==> src/hw/rtl/lbd_pkg.sv <==
`timescale 1ns / 1ps
`default_nettype none
// ----------------------------------------------------------------------------
// lbd_pkg
// shared sizes, request and status codes and the sequencer state type of the
// buffer directory
// ----------------------------------------------------------------------------
package lbd_pkg;

	localparam int SLOT_COUNT       = 32;
	localparam int DISK_BLOCK_COUNT = 8192;
	localparam int AGE_BITS         = 16;

	localparam int SLOT_W = (SLOT_COUNT > 1) ? $clog2(SLOT_COUNT) : 1;
	localparam int CNT_W  = $clog2(SLOT_COUNT + 1);
	localparam int BLK_W  = (DISK_BLOCK_COUNT > 1) ? $clog2(DISK_BLOCK_COUNT) : 1;

	// port widths fixed by the transaction format
	localparam int KIND_W   = 2;
	localparam int BNUM_W   = 16;
	localparam int STATUS_W = 2;
	localparam int SLOTO_W  = 5;
	localparam int WBBLK_W  = 13;

	typedef enum logic [KIND_W-1:0] {
		KIND_ALLOC  = 2'd0,
		KIND_LOOKUP = 2'd1,
		KIND_DIRTY  = 2'd2,
		KIND_UNUSED = 2'd3
	} kind_t;

	typedef enum logic [STATUS_W-1:0] {
		STATUS_OK           = 2'd0,
		STATUS_OUT_OF_BOUND = 2'd1,
		STATUS_NOT_IN_BUF   = 2'd2
	} status_t;

	typedef enum logic [1:0] {
		ST_IDLE,
		ST_SCAN,
		ST_FINISH
	} state_t;

endpackage

`default_nettype wire

==> src/hw/rtl/lru_buffer_directory.sv <==
`timescale 1ns / 1ps
`default_nettype none
// ----------------------------------------------------------------------------
// lru_buffer_directory
// slot directory of a fully associative buffer pool with oldest-first
// replacement, scanned one slot per cycle by a small sequencer
// ----------------------------------------------------------------------------
// A transaction is taken when start is high and busy is low. An allocate,
// look-up or set-dirty transaction keeps the block busy while it streams the
// age and block memories slot by slot through the shared age/compare unit,
// lets the registered memory read drain and then commits the chosen slot.
// The result appears with done high in the cycle after the commit, when busy
// is already low again. A transaction whose block number is at or above the
// disk size, or whose kind is unused, is answered without a scan: done is
// high in the cycle after it was taken and busy never rises. The result is
// on the outputs for exactly one cycle and cannot be held off, so the
// receiver must capture it whenever done is high.
// ----------------------------------------------------------------------------
module lru_buffer_directory (
	input  wire logic                          clk,
	input  wire logic                          arst_n,
	input  wire logic                          start,
	output logic                               busy,
	input  wire logic [lbd_pkg::KIND_W-1:0]    kind,
	input  wire logic [lbd_pkg::BNUM_W-1:0]    block_number,
	output logic                               done,
	output logic [lbd_pkg::STATUS_W-1:0]       status,
	output logic [lbd_pkg::SLOTO_W-1:0]        slot_index,
	output logic                               writeback_needed,
	output logic [lbd_pkg::WBBLK_W-1:0]        writeback_block
);
	import lbd_pkg::*;

	// sequencer
	state_t state_q, state_d;
	logic [CNT_W-1:0] cnt_q;          // slot whose memories are read this cycle
	logic             scan_last;      // every slot has been read

	// request held for the whole scan
	logic [KIND_W-1:0] kind_q;
	logic [BLK_W-1:0]  target_q;

	// per-slot flags, cleared by reset
	logic [SLOT_COUNT-1:0] occ_q;
	logic [SLOT_COUNT-1:0] dirty_q;

	// age and block memories, no reset: a free slot's entry is never used
	logic [AGE_BITS-1:0] age_mem [SLOT_COUNT];
	logic [BLK_W-1:0]    blk_mem [SLOT_COUNT];

	// stage 1: registered memory read data for one slot
	logic                valid_s1;
	logic [SLOT_W-1:0]   idx_s1;
	logic [AGE_BITS-1:0] age_s1;
	logic [BLK_W-1:0]    blk_s1;

	// scan results
	logic                free_found_q;
	logic [SLOT_W-1:0]   free_idx_q;
	logic                hit_found_q;
	logic [SLOT_W-1:0]   hit_idx_q;
	logic [SLOT_W-1:0]   best_idx_q;
	logic [AGE_BITS-1:0] best_age_q;
	logic [BLK_W-1:0]    best_blk_q;

	// shared age / compare unit
	logic                occ_s1;
	logic [AGE_BITS-1:0] age_next;
	logic                is_alloc;
	logic [SLOT_W-1:0]   pick;

	// age memory write port
	logic                age_we;
	logic [SLOT_W-1:0]   age_waddr;
	logic [AGE_BITS-1:0] age_wdata;

	// request screening
	logic accept;
	logic out_of_bound;
	logic reject;

	assign accept       = start && !busy;
	assign out_of_bound = {1'b0, block_number} >= (BNUM_W + 1)'(DISK_BLOCK_COUNT);
	assign reject       = (kind == KIND_UNUSED) || out_of_bound;
	assign busy         = (state_q != ST_IDLE);
	assign scan_last    = (cnt_q == CNT_W'(SLOT_COUNT));

	assign is_alloc = (kind_q == KIND_ALLOC);
	assign occ_s1   = occ_q[idx_s1];
	// saturating age step, only for occupied slots
	assign age_next = (occ_s1 && (age_s1 != '1)) ? age_s1 + AGE_BITS'(1) : age_s1;
	// lowest free slot wins, else the oldest one
	assign pick     = free_found_q ? free_idx_q : best_idx_q;

	// next state
	always_comb begin
		state_d = state_q;
		unique case (state_q)
			ST_IDLE: begin
				if (accept && !reject)
					state_d = ST_SCAN;
			end
			ST_SCAN: begin
				if (scan_last)
					state_d = ST_FINISH;
			end
			ST_FINISH: state_d = ST_IDLE;
			default:   state_d = ST_IDLE;
		endcase
	end

	// age write: aging during an allocate scan, clearing on commit of an allocate
	always_comb begin
		age_we    = 1'b0;
		age_waddr = idx_s1;
		age_wdata = age_next;
		if (state_q == ST_FINISH) begin
			age_we    = is_alloc;
			age_waddr = pick;
			age_wdata = '0;
		end else if (valid_s1) begin
			age_we    = is_alloc && occ_s1;
		end
	end

	// control state
	always_ff @(posedge clk or negedge arst_n) begin
		if (!arst_n) begin
			state_q      <= ST_IDLE;
			cnt_q        <= '0;
			valid_s1     <= 1'b0;
			occ_q        <= '0;
			dirty_q      <= '0;
			free_found_q <= 1'b0;
			hit_found_q  <= 1'b0;
			done         <= 1'b0;
		end else begin
			state_q  <= state_d;
			valid_s1 <= (state_q == ST_SCAN) && !scan_last;
			done     <= 1'b0;
			unique case (state_q)
				ST_IDLE: begin
					cnt_q        <= '0;
					free_found_q <= 1'b0;
					hit_found_q  <= 1'b0;
					if (accept && reject)
						done <= 1'b1;
				end
				ST_SCAN: begin
					if (!scan_last)
						cnt_q <= cnt_q + CNT_W'(1);
					if (valid_s1) begin
						if (!occ_s1)
							free_found_q <= 1'b1;
						if (occ_s1 && (blk_s1 == target_q))
							hit_found_q <= 1'b1;
					end
				end
				ST_FINISH: begin
					done <= 1'b1;
					if (is_alloc) begin
						occ_q[pick]   <= 1'b1;
						dirty_q[pick] <= 1'b0;
					end else if (kind_q == KIND_DIRTY && hit_found_q) begin
						dirty_q[hit_idx_q] <= 1'b1;
					end
				end
				default: ;
			endcase
		end
	end

	// request capture, scan bookkeeping and result registers
	always_ff @(posedge clk) begin
		if (accept) begin
			kind_q   <= kind;
			target_q <= block_number[BLK_W-1:0];
		end
		if (state_q == ST_IDLE && accept && reject) begin
			status           <= (kind == KIND_UNUSED) ? STATUS_NOT_IN_BUF
			                                          : STATUS_OUT_OF_BOUND;
			slot_index       <= '0;
			writeback_needed <= 1'b0;
			writeback_block  <= '0;
		end
		if (valid_s1) begin
			if (!occ_s1 && !free_found_q)
				free_idx_q <= idx_s1;
			if (occ_s1 && (blk_s1 == target_q) && !hit_found_q)
				hit_idx_q <= idx_s1;
			// strict compare keeps the lowest index among equal ages
			if ((idx_s1 == '0) || (age_next > best_age_q)) begin
				best_idx_q <= idx_s1;
				best_age_q <= age_next;
				best_blk_q <= blk_s1;
			end
		end
		if (state_q == ST_FINISH) begin
			writeback_needed <= 1'b0;
			writeback_block  <= '0;
			if (is_alloc) begin
				status     <= STATUS_OK;
				slot_index <= SLOTO_W'(pick);
				if (!free_found_q && dirty_q[best_idx_q]) begin
					writeback_needed <= 1'b1;
					writeback_block  <= WBBLK_W'(best_blk_q);
				end
			end else if (hit_found_q) begin
				status     <= STATUS_OK;
				slot_index <= (kind_q == KIND_LOOKUP) ? SLOTO_W'(hit_idx_q) : '0;
			end else begin
				status     <= STATUS_NOT_IN_BUF;
				slot_index <= '0;
			end
		end
	end

	// memories: one read and one write port each, registered read
	always_ff @(posedge clk) begin
		if (age_we)
			age_mem[age_waddr] <= age_wdata;
		if (state_q == ST_FINISH && is_alloc)
			blk_mem[pick] <= target_q;
		if (state_q == ST_SCAN && !scan_last) begin
			age_s1 <= age_mem[cnt_q[SLOT_W-1:0]];
			blk_s1 <= blk_mem[cnt_q[SLOT_W-1:0]];
			idx_s1 <= cnt_q[SLOT_W-1:0];
		end
	end

	// checks
	a_done_source: assert property (@(posedge clk) disable iff (!arst_n)
		done |-> ($past(state_q) == ST_FINISH) || $past(accept && reject))
		else $error("result without a finished transaction");

	a_finish_frees: assert property (@(posedge clk) disable iff (!arst_n)
		(state_q == ST_FINISH) |=> !busy && done)
		else $error("commit did not end the transaction");

	a_wb_ok: assert property (@(posedge clk) disable iff (!arst_n)
		(done && writeback_needed) |-> (status == STATUS_OK) && (kind_q == KIND_ALLOC))
		else $error("write-back on a non-allocate result");

	a_fail_slot0: assert property (@(posedge clk) disable iff (!arst_n)
		(done && (status != STATUS_OK)) |-> (slot_index == '0) && !writeback_needed)
		else $error("failed transaction carries a slot");

endmodule

`default_nettype wire

==> config.mk <==
export PLATFORM = sky130hd
export DESIGN_NAME = lru_buffer_directory
export DESIGN_NICKNAME = d
export VERILOG_FILES = /design/src/hw/rtl/lbd_pkg.sv /design/src/hw/rtl/lru_buffer_directory.sv
export SDC_FILE = /design/constraint.sdc
export NUM_CORES = 1
export LEC_CHECK = 0
export ABC_AREA = 1
export CORE_AREA = 2 2 339 341
export DETAILED_ROUTE_END_ITERATION = 16
export DIE_AREA = 0 0 341 343
export DONT_BUFFER_PORTS = 1
export GPL_ROUTABILITY_DRIVEN = 0
export SETUP_SLACK_MARGIN = 0.2
export SYNTH_ARGS = -nofsm -noshare
export SYNTH_HDL_FRONTEND = slang
export SYNTH_SLANG_ARGS = --single-unit
==> constraint.sdc <==
create_clock -name clk -period 4.7 [get_ports clk]
set_input_delay 0.235 -clock clk [delete_from_list [all_inputs] [get_ports clk]]
set_output_delay 0.235 -clock clk [all_outputs]
set_load 0.05 [all_outputs]
Word level (Yosys, flattened, before mapping)
Memory sizes are Yosys's and may differ from the RTL's. A register that Yosys moved wholly into a read port is not among the register bits.
Index checks and enable logic that the tools add are counted.
Widths: inputs -> output; s select.

storage, ports and cells
  bits of input ports = 21
  memories = 2
  word-level logic and storage cells = 141
  bits in writable memories = 928
  output and inout port bits = 23
  flip-flop bits (word level) = 161

cells by class
  equal/unequal tests = 14
  muxes and demuxes = 51
  reduce and logical (&&, ||, !) cells = 40
  $lt $le $gt $ge = 8
  bitwise logic cells = 4
  $add $sub $neg = 2

memories
  name     depth  bits a word  read ports  clocked after Yosys merged registers in  wr ports  RTL line                    source
  age_mem  32     16           1           1                                        1         lru_buffer_directory.sv:48  logic [AGE_BITS-1:0] age_mem [SLOT_COUNT];
  blk_mem  32     13           1           1                                        1         lru_buffer_directory.sv:49  logic [BLK_W-1:0] blk_mem [SLOT_COUNT];

operators by type and width
  operator               number
  $mux 32                2
  $or 32x32->32          2
  $mux 13                4
  $mux 5                 7
  $and 32x32->32         1
  $mux 16                2
  $not 32->32            1
  $lt 5x6->1 const B     4
  $mux 1                 19
  $add 16x1->16 const B  1
  $ge 16x14->1 const B   1
  $gt 16x16->1           1
  $logic_and 1x1->1      16
  $ne 16x16->1 const B   1
  $mux 2                 7
  $reduce_and 2->1       7
  $eq 13x13->1           1
  $ne 2x2->1 const B     6
  $pmux 6 s2             1
  $bmux 1 s5             2
  $demux 1 s5            2
  $ge 5x1->1 const B     2
  $reduce_bool 2->1      4
  $add 6x1->6 const B    1
  11 further kinds       24

Logic depth before layout (Yosys ltp)
  word-level depth = 8
  gate-level depth with buffers = 25

Worst setup path before layout
Ideal clock, no wire load.

  path type = register -> register
  from = register age_s1[0] (read register of age_mem)
  to = register best_age_q[0] (enable)
  stages on the path, launching flop included = 21
  setup slack = 165 ps
  arrival time = 4098 ps
  path buffers = 1
  period minus slack after synthesis = 4535 ps
  cells stage by stage = edfxtp_1 > ha_1 > nand3_1 > nor2_1 > nand4_2 > nand3_2 > buf_4 > nand2_1 > nand2_1 > inv_1 > ha_1 > inv_1 > nor2_1 > nor2_1 > o21ai_0 > nand2_1 > o211ai_1 > nand2_1 > nand2_1 > nand2_1 > a21oi_1

between the ends
  word-level cells in the longest chain between the ends = 6
  elaborated cells on any way between the ends = 7
  classes of those cells = 1 x add/sub; 1 x order compare; 1 x eq/ne; 1 x mux; 3 x reduce/logical

RTL lines
  element                                                                RTL line                     source
  start, declared                                                        lru_buffer_directory.sv:54   logic [AGE_BITS-1:0] age_s1;
  parallel branches: the longest is 2 deep, another holds $add 16x1->16  --
  $mux 16 (*)                                                            lru_buffer_directory.sv:91   assign age_next = (occ_s1 && (age_s1 != '1)) ? age_s1 + AGE_BITS'(1) : age_s1;
  net age_next[1]                                                        lru_buffer_directory.sv:68   logic [AGE_BITS-1:0] age_next;
  $gt 16x16->1 (*)                                                       lru_buffer_directory.sv:192  if ((idx_s1 == '0) || (age_next > best_age_q)) begin
  $logic_or 1x1->1 (*)                                                   lru_buffer_directory.sv:192
  $reduce_and 2->1 (no source line) (*)                                  --
  end signal, assigned                                                   lru_buffer_directory.sv:194  best_age_q <= age_next;
  end, declared                                                          lru_buffer_directory.sv:63   logic [AGE_BITS-1:0] best_age_q;

Mark *: on every way through the listed nets, which the timed path passes.
A chain may end at the register's enable or synchronous reset.

Worst setup path in the final report
  from = register age_s1[0] (read register of age_mem)
  to = register best_age_q[13] (enable)

The elaborated chain is that of the path after synthesis.

==> impl_metrics.xml <==
<?xml version="1.0" encoding="UTF-8"?>
<metrics>
  <group name="die">
    <metric name="floorplan.rows" unit="">124</metric>
    <metric name="core_area" unit="um^2">113000</metric>
    <metric name="start_util" unit="%">39.7</metric>
    <metric name="dieHeight" unit="um">343</metric>
    <metric name="fp.dieArea" unit="um^2">117000</metric>
    <metric name="num_io_pins" unit="">44</metric>
    <metric name="die_boundary_width" unit="um">341</metric>
  </group>
  <group name="worst_setup_path">
    <metric name="start_kind" unit="">register</metric>
    <metric name="worst-setup-path-type" unit="">reg2reg</metric>
    <metric name="r2r_slack" unit="ns">0.84</metric>
    <metric name="r2r_cells" unit="">16</metric>
    <metric name="worstPathArrival" unit="ns">4.20</metric>
    <metric name="critPathLaunch" unit="">age_s1[0]</metric>
    <metric name="setup_crit_end" unit="">best_age_q[13]</metric>
    <metric name="worst_setup_path_end_kind" unit="">register</metric>
    <metric name="reg2reg_from" unit="">age_s1[0]</metric>
    <metric name="required_time_of_the_critical_path" unit="ns">5.04</metric>
    <metric name="path_max_fanout" unit="">17</metric>
    <metric name="critical_path.reg2reg.endpoint" unit="">best_age_q[13]</metric>
  </group>
  <group name="run_status">
    <metric name="run_status" unit="">completed</metric>
  </group>
  <group name="drt">
    <metric name="detail_route.first_pass.iterations" unit="">5</metric>
    <metric name="vias" unit="">28654</metric>
    <metric name="wirelength" unit="um">119000</metric>
    <metric name="detail_route.iter0.violations" unit="">3237</metric>
    <metric name="route.detailed.drc" unit="">0</metric>
    <metric name="drt-wirelength-per-cell" unit="um">22.6</metric>
    <metric name="postRouteAntennaNets" unit="">0</metric>
    <metric name="vias_per_cell" unit="">5.42</metric>
  </group>
  <group name="yosys">
    <metric name="post-synth-top-area-fraction" unit="%">69.5</metric>
    <metric name="ys_ff_latch" unit="">1118</metric>
    <metric name="synth_area" unit="um^2">45000</metric>
    <metric name="synth-warning-count" unit="">0</metric>
    <metric name="most_frequently_used_flop_master_after_synthesis" unit="">edfxtp_1</metric>
    <metric name="synth_area_per_cell" unit="um^2">12.5</metric>
    <metric name="ys_types" unit="">49</metric>
    <metric name="synth_fp_nets" unit="">3643</metric>
    <metric name="synth.largest_area_cell" unit="">edfxtp_1</metric>
    <metric name="synth-edff-count" unit="">1042</metric>
    <metric name="synth_commonest_cells" unit="">1042 x edfxtp_1, 669 x nor2_1, 479 x o21ai_0</metric>
    <metric name="yosysSeqAreaShare" unit="%">73.7</metric>
    <metric name="async_reset_ff_share" unit="%">6.80</metric>
    <metric name="synth.area.top_cells" unit="">edfxtp_1 70%, nor2_1 5.6%, o21ai_0 5.3%</metric>
    <metric name="synth.most_common_cell" unit="">edfxtp_1</metric>
    <metric name="post_synth_inst_count" unit="">3603</metric>
  </group>
  <group name="placement">
    <metric name="io_buffer_count" unit="">0</metric>
    <metric name="hpwl_after_detailed_placement" unit="um">69300</metric>
  </group>
  <group name="finish">
    <metric name="num-nets-final" unit="">3712</metric>
    <metric name="final-seq-area" unit="um^2">33200</metric>
    <metric name="areaGrowthSynthToFinish" unit="%">13.4</metric>
    <metric name="multi_input_area" unit="um^2">10400</metric>
    <metric name="postLayoutCoreUtil" unit="%">45.0</metric>
    <metric name="post_route_cells_drive_above_1_share" unit="%">10.7</metric>
    <metric name="diodes" unit="">0</metric>
    <metric name="n_fill_cell" unit="">10224</metric>
  </group>
  <group name="cts">
    <metric name="cts.path.max_buffers" unit="">3</metric>
    <metric name="tritoncts_clock_tree" unit="">yes</metric>
    <metric name="cts_setup_buffers" unit="">0</metric>
    <metric name="cts_sink_cnt" unit="">1118</metric>
    <metric name="htree_levels" unit="">3</metric>
    <metric name="cts.hold.buffers_added" unit="">21</metric>
    <metric name="clock_network_latency_to_the_later_pin_of_the_worst_skew_pair" unit="ns">0.72</metric>
    <metric name="cts_root_buf" unit="">clkbuf_16</metric>
    <metric name="cts_made_buffers" unit="">112</metric>
    <metric name="cts-resized-gates" unit="">0</metric>
    <metric name="path_clk_slew" unit="ns">0.06</metric>
  </group>
  <group name="global_route">
    <metric name="globalRouteTotalUtil" unit="%">20.1</metric>
    <metric name="wire_length_of_the_first_global_routing_pass" unit="um">176000</metric>
    <metric name="first_global_vias" unit="">27261</metric>
    <metric name="largest_net_degree_at_the_start_of_global_routing" unit="">160</metric>
    <metric name="grt_overflow_total" unit="">0</metric>
    <metric name="grt_antenna_before_repair" unit="">8</metric>
  </group>
  <group name="timing">
    <metric name="setup_total_negative_slack" unit="ns">0</metric>
    <metric name="final_hold_vios" unit="">0</metric>
    <metric name="setup_repair_after_global_routing_missed_its_margin" unit="">no</metric>
    <metric name="period_needed" unit="ns">3.86</metric>
    <metric name="fin_crit_sh" unit="%">82.0</metric>
    <metric name="final_max_slew_viol_count" unit="">0</metric>
    <metric name="fin_skew" unit="ns">0.0678</metric>
    <metric name="relative_max_transition_margin" unit="%">22.0</metric>
    <metric name="worst-slew-pin-transition" unit="ns">1.17</metric>
    <metric name="setup_violations" unit="">0</metric>
    <metric name="timing.fmax" unit="MHz">259</metric>
  </group>
  <group name="power_and_ir_drop">
    <metric name="power_density" unit="nW/um^2">574</metric>
    <metric name="power.static_leakage" unit="nW">17.5</metric>
    <metric name="vdd_ir_drop_max" unit="uV">376</metric>
  </group>
  <group name="job">
    <metric name="max-cap-violations" unit="">0</metric>
  </group>
  <group name="worst_hold_path">
    <metric name="hp-class" unit="">in2async</metric>
  </group>
</metrics>
==> stage by stage <==
| step | hold WS (ns) | total power [W] | setup WS (ns) | std cells | cell area [um^2] |
|---|---|---|---|---|---|
| 6_report | 0.0615 | 0.0293 | 0.845 | 5282 | 51100 |
| 5_1_grt | 0.0981 | 0.0306 | 0.388 | 5282 | 51100 |
| 4_1_cts | 0.0643 | 0.0294 | 0.837 | 5282 | 51100 |
| 2_1_floorplan | -0.0606 | 0.0178 | 0.836 | 3603 | 45000 |
| 3_3_place_gp | -0.0583 | 0.0204 | 0.881 | 5049 | 47100 |
| 3_5_place_dp | -0.0586 | 0.0205 | 0.831 | 5049 | 47100 |
==> state kept, by name, summed over array words and instances (netlist names), 2 cells and up <==
name	count
status	2
state_q	2
blk_s1	13
idx_s1	5
best_idx_q	5
free_idx_q	5
dirty_q	32
kind_q	2
blk_mem	416
age_mem	512
target_q	13
best_age_q	16
hit_idx_q	5
age_s1	16
cnt_q	6
occ_q	32
best_blk_q	13
slot_index	5
writeback_block	13
==> kinds of logic (layout without fill, tap and decap cells) <==
logic type	Yosys count	in the layout	share of synthesized area, %
flops	1118	1118	73.7
simple gates	1245	1245	11.5
xor+xnor	24	24	0.467
buf+inv	334	501	3.39
compound gates	863	863	10.4
fa+ha+maj	19	19	0.528
==> layout by cell type (no fill, tap or decap), drive strengths merged, types with 6 or more instances in the layout <==
master / synthesis / layout
xor2: 15 / 15
nor2: 682 / 682
dlygate4sd3: 0 / 20
o22ai: 213 / 213
or2: 33 / 33
clkinv: 2 / 64
buf: 97 / 137
edfxtp: 1042 / 1042
nand3: 112 / 112
a21oi: 94 / 94
o21ba: 6 / 6
ha: 19 / 19
o21ai: 536 / 536
clkbuf: 105 / 131
nor3: 23 / 23
nand4: 32 / 32
dfrtp: 76 / 76
inv: 130 / 130
clkinvlp: 0 / 8
xnor2: 9 / 9
nand2: 356 / 356
bufinv: 0 / 11
==> per-layer routing <==
metal,wire (um),track usage [%],part of all wire [%],up-vias
met2,54200,31.1,45,1070
li1,-,-,-,13152
met5,0,0,0,-
met4,4550,8.20,3.8,0
met1,51800,28.6,43,14206
met3,8930,3.15,7.5,226
==> power by group <==
group,internal [W],switching (W)
logic,0.00207,0.00574
clock network,0.00510,0.00383
registers,0.0122,0.000398
total,0.0193,0.00997
==> area by class of cell <==
| cell class | count | area share, % |
|---|---|---|
| flip-flops and latches | 1118 | 65.0 |
| multi-input cells | 2151 | 20.3 |
| clock buffers | 131 | 5.77 |
| well taps | 1512 | 3.70 |
| repair buffers | 157 | 2.69 |
| clock inverters | 81 | 1.48 |
| inverters | 132 | 1.02 |
==> critical path: stages (launching register included) <==
cell      delay (ns)
edfxtp_1        0.42
ha_1            0.24
nand3_1         0.15
nor2_1          0.27
nand4_2         0.43
nand3_2         0.38
nand2_1         0.09
nand2_1         0.10
inv_1           0.06
ha_1            0.31
nand4_1         0.12
nor3_1          0.29
nand2_1         0.10
nand2_1         0.07
nand2_1         0.09
a21oi_4         0.14
buf_4           0.26
==> worst min-delay path by stage <==
stage	startpoint	to	slack (ns)	cells after the start
2_1_floorplan	arst_n	cnt_q[0]	-0.06	0
3_3_place_gp	arst_n	dirty_q[20]	-0.06	0
3_5_place_dp	arst_n	dirty_q[20]	-0.06	0
4_1_cts	arst_n	dirty_q[23]	0.06	2
5_1_grt	arst_n	dirty_q[20]	0.1	2
6_report	arst_n	dirty_q[12]	0.06	2
No activity file was read; power rests on OpenSTA's default activity.
